<file path="config.mk">
export PLATFORM = sky130hd
export DESIGN_NAME = virtual_bass_compressor_harmonics
export DESIGN_NICKNAME = d
export VERILOG_FILES = /design/src/rtl/vbch_pkg.sv /design/src/rtl/vbch_div.sv /design/src/rtl/vbch_dp.sv /design/src/rtl/vbch_ctrl.sv /design/src/rtl/virtual_bass_compressor_harmonics.sv
export SDC_FILE = /design/constraint.sdc
export NUM_CORES = 2
export LEC_CHECK = 0
export BUFFER_PORTS_ARGS = -buffer_cell sky130_fd_sc_hd__buf_2
export CORE_ASPECT_RATIO = 0.6
export CORE_MARGIN = 2
export CORE_UTILIZATION = 35
export DETAILED_ROUTE_END_ITERATION = 8
export GPL_ROUTABILITY_DRIVEN = 0
export HOLD_SLACK_MARGIN = 0.08
export PLACE_DENSITY = 0.46
export SLEW_MARGIN = 25
export SYNTH_ARGS = -nofsm -noshare
export SYNTH_HDL_FRONTEND = slang
export SYNTH_HIERARCHICAL = 1
export SYNTH_SLANG_ARGS = --single-unit
</file>
<file path="constraint.sdc">
create_clock -name clk -period 24.4 [get_ports clk]
set_input_delay 1.22 -clock clk [delete_from_list [all_inputs] [get_ports clk]]
set_output_delay 1.22 -clock clk [all_outputs]
set_load 0.02 [all_outputs]
</file>
<file path="src/rtl/vbch_pkg.sv">
package vbch_pkg;

  localparam int SMP_W     = 16;
  localparam int OUT_W     = 24;
  localparam int COEF_W    = 16;
  localparam int CFG_IDX_W = 8;
  localparam int X_W       = 27;
  localparam int MAG_W     = 26;
  localparam int ENV_W     = 26;
  localparam int RATIO_W   = 24;
  localparam int SUM_W     = 32;
  localparam int ACC_W     = 52;
  localparam int MA_W      = 32;
  localparam int MB_W      = 25;
  localparam int DEN_W     = 31;
  localparam int NUM_W     = 48;
  localparam int DIV_CNT_W = 5;

  localparam logic [CFG_IDX_W-1:0] REG_ATTACK  = CFG_IDX_W'(0);
  localparam logic [CFG_IDX_W-1:0] REG_RELEASE = CFG_IDX_W'(1);
  localparam logic [CFG_IDX_W-1:0] REG_GAIN    = CFG_IDX_W'(2);
  localparam logic [CFG_IDX_W-1:0] REG_VOLUME  = CFG_IDX_W'(3);

  localparam logic [COEF_W-1:0] ATTACK_RST  = 16'd7;
  localparam logic [COEF_W-1:0] RELEASE_RST = 16'd65529;
  localparam logic [COEF_W-1:0] GAIN_RST    = 16'd4506;
  localparam logic [COEF_W-1:0] VOLUME_RST  = 16'd1358;

  // -2.2 in q11.14, folded negation
  localparam logic signed [MB_W-1:0] SCALE_NEG      = -25'sd36045;
  localparam logic signed [MB_W-1:0] HARM_FALL      = 25'sd5384;
  localparam logic signed [MB_W-1:0] HARM_RISE      = 25'sd819;
  localparam logic signed [MB_W-1:0] HARM_FALL_KEEP = 25'sd60152;
  localparam logic signed [MB_W-1:0] HARM_RISE_KEEP = 25'sd64717;

  localparam logic [DEN_W-1:0] ENV_ONE      = DEN_W'(32'd16777216);
  localparam logic [DEN_W-1:0] ENV_SLOPE    = DEN_W'(14);
  localparam logic [NUM_W-1:0] RATIO_NUM    = {4'd15, 44'd0};
  localparam logic [DIV_CNT_W-1:0] DIV_STEPS = DIV_CNT_W'(RATIO_W);

  typedef struct packed {
    logic signed [SMP_W-1:0] sample_in;
    logic                    last_in_block;
  } in_item_t;

  typedef struct packed {
    logic signed [OUT_W-1:0] sample_out;
    logic                    last_out;
  } out_item_t;

  typedef enum logic [2:0] {
    MAC_SCALE,
    MAC_ENV_OLD,
    MAC_ENV_NEW,
    MAC_HARM_OLD,
    MAC_HARM_NEW,
    MAC_RATIO,
    MAC_GAIN,
    MAC_VOL
  } mac_sel_t;

  typedef enum logic [3:0] {
    ST_IDLE,
    ST_SCALE,
    ST_XREG,
    ST_ENV_A,
    ST_ENV_B,
    ST_ENV_W,
    ST_HARM_A,
    ST_HARM_B,
    ST_HARM_W,
    ST_DIV_WAIT,
    ST_RATIO,
    ST_GAIN,
    ST_SUM_W,
    ST_VOL,
    ST_OUT
  } state_t;

  typedef struct packed {
    logic     load_in;
    logic     mac_en;
    logic     mac_clr;
    mac_sel_t mac_sel;
    logic     x_wr;
    logic     env_wr;
    logic     harm_wr;
    logic     sum_wr;
    logic     div_start;
    logic     out_wr;
  } dp_cmd_t;

  typedef struct packed {
    logic div_busy;
  } dp_sts_t;

  // rounding offset preloaded ahead of each product chain
  function automatic logic [ACC_W-1:0] mac_round(mac_sel_t sel);
    logic [ACC_W-1:0] r;
    unique case (sel)
      MAC_SCALE:    r = ACC_W'(1) << 4;
      MAC_ENV_OLD:  r = ACC_W'(1) << 15;
      MAC_HARM_OLD: r = ACC_W'(1) << 15;
      MAC_RATIO:    r = ACC_W'(1) << 19;
      MAC_VOL:      r = ACC_W'(1) << 17;
      MAC_ENV_NEW,
      MAC_HARM_NEW,
      MAC_GAIN:     r = '0;
    endcase
    return r;
  endfunction

endpackage

</file>
<file path="src/rtl/vbch_div.sv">
module vbch_div (
  input  logic                               clk,
  input  logic                               rst_n,
  input  logic                               start,
  input  logic [vbch_pkg::ENV_W-1:0]         env,
  output logic                               busy,
  output logic [vbch_pkg::RATIO_W-1:0]       quo
);

  localparam int DW = vbch_pkg::DEN_W;
  localparam int QW = vbch_pkg::RATIO_W;
  localparam int NW = vbch_pkg::NUM_W;

  logic [DW-1:0]                    den_r, den_nxt;
  logic [DW-1:0]                    rem_r, rem_nxt;
  logic [QW-1:0]                    num_r, num_nxt;
  logic [vbch_pkg::DIV_CNT_W-1:0]   cnt_r, cnt_nxt;

  logic [DW-1:0] den_start;
  logic [NW-1:0] num_start;
  logic [DW:0]   trial;
  logic [DW:0]   diff;
  logic          ge;

  always_comb begin
    den_start = vbch_pkg::ENV_ONE + ({{(DW-vbch_pkg::ENV_W){1'b0}}, env} * vbch_pkg::ENV_SLOPE);
    num_start = vbch_pkg::RATIO_NUM + {{(NW-DW+1){1'b0}}, den_start[DW-1:1]};
    trial     = {rem_r, num_r[QW-1]};
    diff      = trial - {1'b0, den_r};
    ge        = trial >= {1'b0, den_r};
  end

  always_comb begin
    den_nxt = den_r;
    rem_nxt = rem_r;
    num_nxt = num_r;
    cnt_nxt = cnt_r;
    priority if (start) begin
      den_nxt = den_start;
      rem_nxt = {{(DW-(NW-QW)){1'b0}}, num_start[NW-1:QW]};
      num_nxt = num_start[QW-1:0];
      cnt_nxt = vbch_pkg::DIV_STEPS;
    end else if (cnt_r != '0) begin
      rem_nxt = ge ? diff[DW-1:0] : trial[DW-1:0];
      num_nxt = {num_r[QW-2:0], ge};
      cnt_nxt = cnt_r - 1'b1;
    end else begin
      cnt_nxt = cnt_r;
    end
  end

  always_ff @(posedge clk) begin
    if (!rst_n) begin
      cnt_r <= '0;
    end else begin
      cnt_r <= cnt_nxt;
    end
  end

  always_ff @(posedge clk) begin
    den_r <= den_nxt;
    rem_r <= rem_nxt;
    num_r <= num_nxt;
  end

  assign busy = (cnt_r != '0);
  assign quo  = num_r;

endmodule

</file>
<file path="src/rtl/vbch_dp.sv">
module vbch_dp (
  input  logic                                clk,
  input  logic                                rst_n,
  input  vbch_pkg::dp_cmd_t                   cmd,
  output vbch_pkg::dp_sts_t                   sts,
  input  vbch_pkg::in_item_t                  in_data,
  input  logic                                cfg_we,
  input  logic [vbch_pkg::CFG_IDX_W-1:0]      cfg_index,
  input  logic [vbch_pkg::COEF_W-1:0]         cfg_data,
  output vbch_pkg::out_item_t                 out_data
);

  localparam int XW = vbch_pkg::X_W;
  localparam int EW = vbch_pkg::ENV_W;
  localparam int AW = vbch_pkg::ACC_W;
  localparam int MA = vbch_pkg::MA_W;
  localparam int MB = vbch_pkg::MB_W;
  localparam int OW = vbch_pkg::OUT_W;
  localparam int CW = vbch_pkg::COEF_W;
  localparam int YW = AW - 18;

  logic [CW-1:0] attack_r, release_r, gain_r, volume_r;
  logic [CW-1:0] attack_nxt, release_nxt, gain_nxt, volume_nxt;

  logic signed [vbch_pkg::SMP_W-1:0] smp_r;
  logic                              last_r;
  logic signed [XW-1:0]              x_r;
  logic [vbch_pkg::MAG_W-1:0]        mag_r;
  logic [CW-1:0]                     c_r;
  logic                              fall_r;
  logic [EW-1:0]                     env_r, env_nxt;
  logic signed [XW-1:0]              harm_r, harm_nxt;
  logic signed [vbch_pkg::SUM_W-1:0] sum_r;
  logic [AW-1:0]                     acc_r, acc_nxt;
  vbch_pkg::out_item_t               out_r;

  logic signed [XW-1:0]              x_nxt;
  logic signed [XW-1:0]              x_neg;
  logic [vbch_pkg::MAG_W-1:0]        mag_nxt;
  logic [CW:0]                       env_keep;
  logic signed [MA-1:0]              mul_a;
  logic signed [MB-1:0]              mul_b;
  logic signed [MA+MB-1:0]           prod;
  logic [AW-1:0]                     acc_base;
  logic signed [YW-1:0]              y_full;
  logic signed [OW-1:0]              y_sat;
  logic [vbch_pkg::RATIO_W-1:0]      ratio;

  vbch_div u_div (
    .clk   (clk),
    .rst_n (rst_n),
    .start (cmd.div_start),
    .env   (env_r),
    .busy  (sts.div_busy),
    .quo   (ratio)
  );

  // configuration
  always_comb begin
    attack_nxt  = attack_r;
    release_nxt = release_r;
    gain_nxt    = gain_r;
    volume_nxt  = volume_r;
    if (cfg_we) begin
      unique case (cfg_index)
        vbch_pkg::REG_ATTACK:  attack_nxt  = cfg_data;
        vbch_pkg::REG_RELEASE: release_nxt = cfg_data;
        vbch_pkg::REG_GAIN:    gain_nxt    = cfg_data;
        vbch_pkg::REG_VOLUME:  volume_nxt  = cfg_data;
        default: ;
      endcase
    end
  end

  // shared multiply-accumulate
  always_comb begin
    env_keep = {1'b1, {CW{1'b0}}} - {1'b0, c_r};
    unique case (cmd.mac_sel)
      vbch_pkg::MAC_SCALE: begin
        mul_a = {{(MA-vbch_pkg::SMP_W){smp_r[vbch_pkg::SMP_W-1]}}, smp_r};
        mul_b = vbch_pkg::SCALE_NEG;
      end
      vbch_pkg::MAC_ENV_OLD: begin
        mul_a = {{(MA-EW){1'b0}}, env_r};
        mul_b = {{(MB-CW-1){1'b0}}, env_keep};
      end
      vbch_pkg::MAC_ENV_NEW: begin
        mul_a = {{(MA-vbch_pkg::MAG_W){1'b0}}, mag_r};
        mul_b = {{(MB-CW){1'b0}}, c_r};
      end
      vbch_pkg::MAC_HARM_OLD: begin
        mul_a = {{(MA-XW){harm_r[XW-1]}}, harm_r};
        mul_b = fall_r ? vbch_pkg::HARM_FALL_KEEP : vbch_pkg::HARM_RISE_KEEP;
      end
      vbch_pkg::MAC_HARM_NEW: begin
        mul_a = {{(MA-XW){x_r[XW-1]}}, x_r};
        mul_b = fall_r ? vbch_pkg::HARM_FALL : vbch_pkg::HARM_RISE;
      end
      vbch_pkg::MAC_RATIO: begin
        mul_a = {{(MA-XW){x_r[XW-1]}}, x_r};
        mul_b = {{(MB-vbch_pkg::RATIO_W){1'b0}}, ratio};
      end
      vbch_pkg::MAC_GAIN: begin
        mul_a = {{(MA-XW){harm_r[XW-1]}}, harm_r};
        mul_b = {{(MB-CW-8){1'b0}}, gain_r, 8'd0};
      end
      vbch_pkg::MAC_VOL: begin
        mul_a = sum_r;
        mul_b = {{(MB-CW){1'b0}}, volume_r};
      end
    endcase
    prod     = mul_a * mul_b;
    acc_base = cmd.mac_clr ? vbch_pkg::mac_round(cmd.mac_sel) : acc_r;
    acc_nxt  = cmd.mac_en ? acc_base + prod[AW-1:0] : acc_r;
  end

  // sample, envelope and harmonic follower updates
  always_comb begin
    x_nxt    = acc_r[XW+4:5];
    x_neg    = -x_nxt;
    mag_nxt  = x_nxt[XW-1] ? x_neg[vbch_pkg::MAG_W-1:0] : x_nxt[vbch_pkg::MAG_W-1:0];
    env_nxt  = cmd.env_wr ? acc_r[EW+15:16] : env_r;
    harm_nxt = cmd.harm_wr ? acc_r[XW+15:16] : harm_r;
  end

  // output rounding and saturation
  always_comb begin
    y_full = acc_r[AW-1:18];
    priority if (!y_full[YW-1] && (|y_full[YW-2:OW-1])) begin
      y_sat = {1'b0, {(OW-1){1'b1}}};
    end else if (y_full[YW-1] && !(&y_full[YW-2:OW-1])) begin
      y_sat = {1'b1, {(OW-1){1'b0}}};
    end else begin
      y_sat = y_full[OW-1:0];
    end
  end

  always_ff @(posedge clk) begin
    if (!rst_n) begin
      attack_r  <= vbch_pkg::ATTACK_RST;
      release_r <= vbch_pkg::RELEASE_RST;
      gain_r    <= vbch_pkg::GAIN_RST;
      volume_r  <= vbch_pkg::VOLUME_RST;
      env_r     <= '0;
      harm_r    <= '0;
    end else begin
      attack_r  <= attack_nxt;
      release_r <= release_nxt;
      gain_r    <= gain_nxt;
      volume_r  <= volume_nxt;
      env_r     <= env_nxt;
      harm_r    <= harm_nxt;
    end
  end

  always_ff @(posedge clk) begin
    acc_r <= acc_nxt;
    if (cmd.load_in) begin
      smp_r  <= in_data.sample_in;
      last_r <= in_data.last_in_block;
    end
    if (cmd.x_wr) begin
      x_r    <= x_nxt;
      mag_r  <= mag_nxt;
      c_r    <= (mag_nxt > env_r) ? attack_r : release_r;
      fall_r <= x_nxt < harm_r;
    end
    if (cmd.sum_wr) begin
      sum_r <= acc_r[vbch_pkg::SUM_W+19:20];
    end
    if (cmd.out_wr) begin
      out_r.sample_out <= y_sat;
      out_r.last_out   <= last_r;
    end
  end

  assign out_data = out_r;

endmodule

</file>
<file path="src/rtl/vbch_ctrl.sv">
module vbch_ctrl (
  input  logic              clk,
  input  logic              rst_n,
  input  logic              in_valid,
  output logic              in_stall,
  output logic              out_valid,
  input  logic              out_stall,
  input  vbch_pkg::dp_sts_t sts,
  output vbch_pkg::dp_cmd_t cmd
);

  vbch_pkg::state_t state_r, state_nxt;
  logic             out_valid_r, out_valid_nxt;
  logic             out_free;

  assign out_free = !out_valid_r || !out_stall;

  always_comb begin
    state_nxt = state_r;
    unique case (state_r)
      vbch_pkg::ST_IDLE:     if (in_valid) state_nxt = vbch_pkg::ST_SCALE;
      vbch_pkg::ST_SCALE:    state_nxt = vbch_pkg::ST_XREG;
      vbch_pkg::ST_XREG:     state_nxt = vbch_pkg::ST_ENV_A;
      vbch_pkg::ST_ENV_A:    state_nxt = vbch_pkg::ST_ENV_B;
      vbch_pkg::ST_ENV_B:    state_nxt = vbch_pkg::ST_ENV_W;
      vbch_pkg::ST_ENV_W:    state_nxt = vbch_pkg::ST_HARM_A;
      vbch_pkg::ST_HARM_A:   state_nxt = vbch_pkg::ST_HARM_B;
      vbch_pkg::ST_HARM_B:   state_nxt = vbch_pkg::ST_HARM_W;
      vbch_pkg::ST_HARM_W:   state_nxt = vbch_pkg::ST_DIV_WAIT;
      vbch_pkg::ST_DIV_WAIT: if (!sts.div_busy) state_nxt = vbch_pkg::ST_RATIO;
      vbch_pkg::ST_RATIO:    state_nxt = vbch_pkg::ST_GAIN;
      vbch_pkg::ST_GAIN:     state_nxt = vbch_pkg::ST_SUM_W;
      vbch_pkg::ST_SUM_W:    state_nxt = vbch_pkg::ST_VOL;
      vbch_pkg::ST_VOL:      state_nxt = vbch_pkg::ST_OUT;
      vbch_pkg::ST_OUT:      if (out_free) state_nxt = vbch_pkg::ST_IDLE;
      default:               state_nxt = vbch_pkg::ST_IDLE;
    endcase
  end

  always_comb begin
    cmd         = '0;
    cmd.mac_sel = vbch_pkg::MAC_SCALE;
    in_stall    = 1'b1;
    unique case (state_r)
      vbch_pkg::ST_IDLE: begin
        in_stall    = 1'b0;
        cmd.load_in = in_valid;
      end
      vbch_pkg::ST_SCALE: begin
        cmd.mac_en  = 1'b1;
        cmd.mac_clr = 1'b1;
        cmd.mac_sel = vbch_pkg::MAC_SCALE;
      end
      vbch_pkg::ST_XREG:  cmd.x_wr = 1'b1;
      vbch_pkg::ST_ENV_A: begin
        cmd.mac_en  = 1'b1;
        cmd.mac_clr = 1'b1;
        cmd.mac_sel = vbch_pkg::MAC_ENV_OLD;
      end
      vbch_pkg::ST_ENV_B: begin
        cmd.mac_en  = 1'b1;
        cmd.mac_sel = vbch_pkg::MAC_ENV_NEW;
      end
      vbch_pkg::ST_ENV_W: cmd.env_wr = 1'b1;
      vbch_pkg::ST_HARM_A: begin
        cmd.mac_en    = 1'b1;
        cmd.mac_clr   = 1'b1;
        cmd.mac_sel   = vbch_pkg::MAC_HARM_OLD;
        cmd.div_start = 1'b1;
      end
      vbch_pkg::ST_HARM_B: begin
        cmd.mac_en  = 1'b1;
        cmd.mac_sel = vbch_pkg::MAC_HARM_NEW;
      end
      vbch_pkg::ST_HARM_W:   cmd.harm_wr = 1'b1;
      vbch_pkg::ST_DIV_WAIT: ;
      vbch_pkg::ST_RATIO: begin
        cmd.mac_en  = 1'b1;
        cmd.mac_clr = 1'b1;
        cmd.mac_sel = vbch_pkg::MAC_RATIO;
      end
      vbch_pkg::ST_GAIN: begin
        cmd.mac_en  = 1'b1;
        cmd.mac_sel = vbch_pkg::MAC_GAIN;
      end
      vbch_pkg::ST_SUM_W: cmd.sum_wr = 1'b1;
      vbch_pkg::ST_VOL: begin
        cmd.mac_en  = 1'b1;
        cmd.mac_clr = 1'b1;
        cmd.mac_sel = vbch_pkg::MAC_VOL;
      end
      vbch_pkg::ST_OUT:   cmd.out_wr = out_free;
      default: ;
    endcase
  end

  always_comb begin
    priority if (cmd.out_wr) begin
      out_valid_nxt = 1'b1;
    end else if (!out_stall) begin
      out_valid_nxt = 1'b0;
    end else begin
      out_valid_nxt = out_valid_r;
    end
  end

  always_ff @(posedge clk) begin
    if (!rst_n) begin
      state_r     <= vbch_pkg::ST_IDLE;
      out_valid_r <= 1'b0;
    end else begin
      state_r     <= state_nxt;
      out_valid_r <= out_valid_nxt;
    end
  end

  assign out_valid = out_valid_r;

endmodule

</file>
<file path="src/rtl/virtual_bass_compressor_harmonics.sv">
// channel   direction  handshake              payload
// in_       input      in_valid / in_stall    in_data   (sample_in, last_in_block)
// out_      output     out_valid / out_stall  out_data  (sample_out, last_out)
// cfg_      input      cfg_we                 cfg_index, cfg_data
//
// one transaction at a time: from one accepted input to the next, most of the time
// goes to the 24-step restoring divider that forms the compression ratio
// the result sits in an output register, so a new input is taken while it waits
// a stalled result holds the last state before write-back until it is taken
// synchronous active-low reset restores the register defaults and clears both states
module virtual_bass_compressor_harmonics (
  input  logic                            clk,
  input  logic                            rst_n,
  input  logic                            in_valid,
  output logic                            in_stall,
  input  vbch_pkg::in_item_t              in_data,
  output logic                            out_valid,
  input  logic                            out_stall,
  output vbch_pkg::out_item_t             out_data,
  input  logic                            cfg_we,
  input  logic [vbch_pkg::CFG_IDX_W-1:0]  cfg_index,
  input  logic [vbch_pkg::COEF_W-1:0]     cfg_data
);

  vbch_pkg::dp_cmd_t cmd;
  vbch_pkg::dp_sts_t sts;

  vbch_ctrl u_ctrl (
    .clk       (clk),
    .rst_n     (rst_n),
    .in_valid  (in_valid),
    .in_stall  (in_stall),
    .out_valid (out_valid),
    .out_stall (out_stall),
    .sts       (sts),
    .cmd       (cmd)
  );

  vbch_dp u_dp (
    .clk       (clk),
    .rst_n     (rst_n),
    .cmd       (cmd),
    .sts       (sts),
    .in_data   (in_data),
    .cfg_we    (cfg_we),
    .cfg_index (cfg_index),
    .cfg_data  (cfg_data),
    .out_data  (out_data)
  );

  a_in_single : assert property (@(posedge clk) disable iff (!rst_n)
    in_valid && !in_stall |=> in_stall)
    else $error("input taken while a transaction is in flight");

  a_no_overwrite : assert property (@(posedge clk) disable iff (!rst_n)
    cmd.out_wr |-> !(out_valid && out_stall))
    else $error("pending result overwritten");

  a_div_start_idle : assert property (@(posedge clk) disable iff (!rst_n)
    cmd.div_start |-> !sts.div_busy)
    else $error("divider restarted while busy");

  a_out_div_done : assert property (@(posedge clk) disable iff (!rst_n)
    cmd.out_wr |-> !sts.div_busy)
    else $error("result written before ratio ready");

endmodule
</file>
; ---- Yosys cells after proc, flatten, opt, wreduce, memory -nomap -nowiden
; Memories as Yosys holds them, arrays and structs flattened.
; Index checks and enable logic that the tools add are counted.
[totals]
elab_cells = 122
inputBits = 46
regBits = 409
romBits = 32
out_inout_bits = 27
memories = 1
[op_classes]
add_sub_neg = 7
magnitude_cmp = 3
n_eq_ne = 28
multipliers = 2
bitwise = 1
muxes = 32
n_reduce_logical = 24
[memory_table]
columns = name, words, width, read_ports, rd_ports_with_merged_regs, write_ports, line_no
row1 = (name not given), 8, 4, 1, 0, 0, vbch_pkg.sv:100  ; unique case (sel)
[ops]
columns = op, n
row1 = 25-bit one-hot mux with 8 select lines, 1
row2 = 32-bit one-hot mux with 6 select lines, 1
row3 = 24-bit two-way mux, 5
row4 = 4-bit one-hot mux with 15 select lines, 1
row5 = 52-bit adder, 1
row6 = 32-bit by 25-bit multiplier with 52-bit output, 1
row7 = 52-bit two-way mux, 1
row8 = "45-bit by 31-bit adder with 46-bit output, first input constant", 1
row9 = 32-bit by 31-bit >= comparator with 1-bit output, 1
row10 = "25-bit by 30-bit adder with 31-bit output, first input constant", 1
row11 = 31-bit two-way mux, 1
row12 = 31-bit subtractor, 1
row13 = "26-bit by 3-bit multiplier with 29-bit output, second input constant", 1
row14 = "4-bit == test, second input constant", 7
row15 = 27-bit < comparator, 1
row16 = 26-bit greater-than comparator, 1
row17 = 13-bit two-way mux, 2
row18 = 26-bit two-way mux, 1
row19 = 26-bit negation, 1
row20 = 3-bit one-hot mux with 7 select lines, 1
row21 = "17-bit by 16-bit subtractor with 17-bit output, first input constant", 1
row22 = "4-bit by 3-bit == test with 1-bit output, second input constant", 4
row23 = "8-bit by 2-bit == test with 1-bit output, second input constant", 2
row24 = 16-bit two-way mux, 1
row25 = other kinds (28), 58

; ---- Longest topological paths before layout
[depth]
ltp_word = 7
depth_mapped = 39
depth_no_buf = 34

; ---- Cells and area by module
; The synthesis kept the hierarchy.
[modules_own_cells]
columns = module, cells_each, area_each_um2, instances, seq_area_each_um2
row1 = vbch_dp, 4687, 43673.1, 1, 8197.9
row2 = vbch_div, 744, 7402.1, 1, 2582.5
row3 = vbch_ctrl, 68, 514.2, 1, 100.1

; ---- Worst setup path after synthesis
; Ideal clock, no wire load.
[synth_path]
path_type = register to register
start = register u_ctrl.state_r[2]
end = register u_dp.acc_r[48] (data pin)
path_stages_with_launch = 32
synth_period_minus_slack_ns = 8.609
t_arrival_ns = 8.344
setup_time_ns = 0.265
setup_slack_ns = 15.791
required_time_ns = 24.135
path_buffers = 6
cell_sequence = dfxtp_1 buf_6 or2b_1 o21ai_0 buf_2 buf_2 buf_2 clkbuf_1 a221oi_1 nor2_1 clkbuf_1 nand2_1 fa_1 inv_1 fa_1 inv_1 fa_1 fa_1 fa_1 inv_1 fa_1 fa_1 ha_1 a21oi_1 o21ai_0 a2111oi_0 o21ai_0 o21ai_1 nand2_1 a31oi_1 o21ai_0 xor2_1
[synth_lines]
columns = item, line_no
row1 = from (decl), vbch_ctrl.sv:12  ; vbch_pkg::state_t state_r, state_nxt;
row2 = from (signal assigned), vbch_ctrl.sv:109  ; state_r <= vbch_pkg::ST_IDLE;
row3 = from (signal assigned), vbch_ctrl.sv:112  ; state_r <= state_nxt;
row4 = to (signal assigned), vbch_dp.sv:157  ; acc_r <= acc_nxt;
row5 = to (decl), vbch_dp.sv:34  ; logic [AW-1:0] acc_r, acc_nxt;

==> PnR_summary.wiki <==
{| class="wikitable"
! Metric !! Value
|-
| Largest net degree at the start of global routing || 78
|-
| Fmax achieved || about 81 MHz
|-
| Kind of launch point of the worst setup path || flop
|-
| Top cells by area, synth || fa_1 33%, edfxtp_1 16%, inv_1 7.8%
|-
| Non-filler instance count after layout || approximately 7500
|-
| Overflow left after global routing || 0
|-
| Maximum single-stage delay on the critical path || 0.82 ns
|-
| Die area || 151000 um^2
|-
| Synthesized area per cell || 9.38 um^2
|-
| Antenna violations before repair || 9
|-
| Beginning of the worst hold path || u_dp/last_r
|-
| Average wire length per cell after detail routing || 26.2 um
|-
| Detailed-placement wirelength estimate || 161000 um
|-
| Final critical delay including setup and external delays || 12.35 ns
|-
| Portion of synthesized cell area occupied by the leading cell type || 0.331
|-
| RSZ-0062 raised after global routing || false
|-
| Largest area contributor in the netlist || fa_1
|-
| Number of cells on the worst hold path || 0
|-
| Buffers added on ports || 72
|-
| Slew @ Worst Pin || 1.27 ns
|-
| Fin. Hold Viols || 0
|-
| Count of H-tree levels built during CTS || 2
|-
| First-iteration detailed-routing DRC count || 4894
|-
| Count of flip-flops with a built-in enable after synthesis || 273
|-
| Post-CTS Hold Fix Bufs || 0
|-
| Crit path DAT || 12.73 ns
|-
| Synth Net Count || 6685
|-
| Final layout net count || 6673
|-
| Initial standard-cell utilization of the core || 0.352
|-
| Root Buffer Master || clkbuf_16
|-
| Period utilisation layout || 0.506
|-
| Number of clock sinks || a little over 400
|-
| Sequential cell area || 10900 um^2
|-
| Area Overhead vs Synth || 8.53%
|-
| Final Skew || 0.0644 ns
|-
| Number of distinct library cells after synthesis || 109
|-
| Crit Reg-Reg Startpoint || u_ctrl/state_r[2]
|-
| Antenna-violating nets left || 0
|-
| Vias || 39565
|-
| DRT Wirelength || 196000 um
|-
| Synth warn || 6
|-
| Count of cells along the worst register-to-register path || 32
|-
| Worst Setup Path Type || reg2reg
|-
| Detailed-route DRC error count || 0
|-
| Number of clock buffers inserted by TritonCTS || 46
|-
| Number of fill cells in the layout || 14964
|-
| Most common library cells after synthesis || 1073 x inv_1, 854 x fa_1, 695 x nand2_1
|-
| Worst hold-check path type || reg2reg
|-
| Area taken by multi-input logic gates || 35900 um^2
|-
| Crit. Startpoint || u_ctrl/state_r[2]
|-
| Core Region || 147000 um^2
|-
| Floorplan row count || 109
|-
| Most instantiated flip-flop cell in the synthesis netlist || edfxtp_1
|-
| Chip width || approximately 500 um
|-
| Most frequent cell after synthesis || inv_1
|-
| Global-route wire length before repair || 287000 um
|-
| Worst path required time || 24.78 ns
|-
| Most common cell on crit path || fa_1
|-
| Maximum buffer depth of the clock tree || 3
|-
| Setup Viol. Count Final || 0
|-
| Post-place instance area || ~54000 um^2
|-
| Total placed cells including tap cells || 7381
|-
| Share of flip-flops with an asynchronous set or reset after synthesis || 0
|-
| Netlist area before placement || 51600 um^2
|-
| Setup slack, reg-to-reg || 12.05 ns
|-
| Fraction of layout cells with a size suffix above 1 || 0.0731
|-
| Global-route usage over all layers || 0.263
|-
| Crit Path Max Fanout || 45
|-
| Total of max-cap violations || 0
|-
| Master of the slowest instance on the critical path || nor2_1
|-
| Vias per cell || roughly 5.3
|-
| Capturing element type of the critical path || flop
|-
| Number of detailed-routing iterations run before antenna repair || 6
|-
| Max-slew violations || 0
|-
| Num ports || 73
|-
| Number of standard cells after synthesis || 5499
|-
| Run status || completed
|-
| Vias in the first global route || 39077
|-
| Setup tns final || 0 ns
|-
| Clock transition at the registers of the reported paths || 0.06 ns
|-
| Die height || 301 um
|-
| Worst hold slack || 0.422 ns
|-
| Clock tree from TritonCTS || yes
|-
| Synthesis-stage register bit count || 407
|-
| Finished Cell Area || 56000 um^2
|-
| Clock Latency Late Sink || between 0.6 and 0.7 ns
|-
| Post-CTS setup repair buffer count || 0
|-
| Worst slew margin relative to its limit || 0.144
|-
| Post-CTS resize count || 0
|-
| Portion of the post-synthesis area used by sequential elements || 0.211
|}
[stage by stage]
stage | util | setup slack (ns)
6_report | 0.382 | 12.05
5_1_grt | 0.381 | 11.33
4_1_cts | 0.381 | 12.27
3_5_place_dp | 0.371 | 12.35
3_3_place_gp | 0.370 | 12.06
2_1_floorplan | - | 15.79
[final timing paths]
check | endpoint
setup / recovery | u_dp/acc_r[48]
hold / removal | u_dp/out_data[0]
setup reg to reg | u_dp/acc_r[48]
hold reg to reg | u_dp/out_data[0]
[kinds of logic (layout without fill, tap and decap cells)]
logic type | Yosys count | count (layout) | synth area share
simple gates | 1611 | 1611 | 0.140
buf+inv | 1327 | 1352 | 0.0990
fa+ha+maj | 1141 | 1141 | 0.401
compound gates | 756 | 756 | 0.102
flops | 407 | 407 | 0.211
xor+xnor | 147 | 147 | 0.0254
mux | 110 | 110 | 0.0226
other cells | 0 | 4 | 0
[flip-flops by register name, indices dropped and copies added (netlist names), 24 cells and up]
signal and flops:
u_dp/sum_r 32, u_dp/u_div/den_r 30, u_dp/u_div/quo 24, u_dp/x_r 27
u_dp/out_data 25, u_dp/harm_r 27, u_dp/acc_r 52, u_dp/mag_r 25
u_dp/u_div/rem_r 31, u_dp/env_r 26
[per-layer routing]
metal | wire length (um) | track usage
met5 | 42 | 0
met4 | 2440 | 0.0324
met3 | 23900 | 0.0850
met2 | 68100 | 0.315
met1 | 101000 | 0.443
[critical path: cells and delay by family, from the launching register on]
family,cells,cell delay (ns)
AND/OR/NAND/NOR,5,2.02
adder cells (fa/ha/maj),8,4.07
AO/OA/AOI/OAI,9,2.90
XOR/XNOR,2,0.34
flip-flops,1,0.74
buffers and inverters,8,1.92
[cell usage in the layout, fill, tap and decap left out, drive strengths merged, types with 58 or more instances in the layout]
| master | n |
|---|---|
| nand2 | 696 |
| a21oi | 204 |
| buf | 186 |
| nor2 | 453 |
| xnor2 | 109 |
| clkbuf | 69 |
| o21a | 58 |
| fa | 854 |
| edfxtp | 273 |
| o21ai | 129 |
| nand3 | 66 |
| a21o | 81 |
| dfxtp | 134 |
| nor2b | 150 |
| inv | 1082 |
| mux2i | 75 |
| ha | 286 |
[final cells by class]
class / instances / area share
tap: 1942 / 0.0434
timing repair buffer: 186 / 0.0218
antenna: 4 / 0.000179
clock buffer: 69 / 0.0245
clock inverter: 16 / 0.00248
multi-input combinational: 3765 / 0.641
sequential: 407 / 0.194
inverter: 1081 / 0.0725
Power is not shown: default switching activity piles up to over one toggle a cycle in this logic, so the estimate is an artifact.
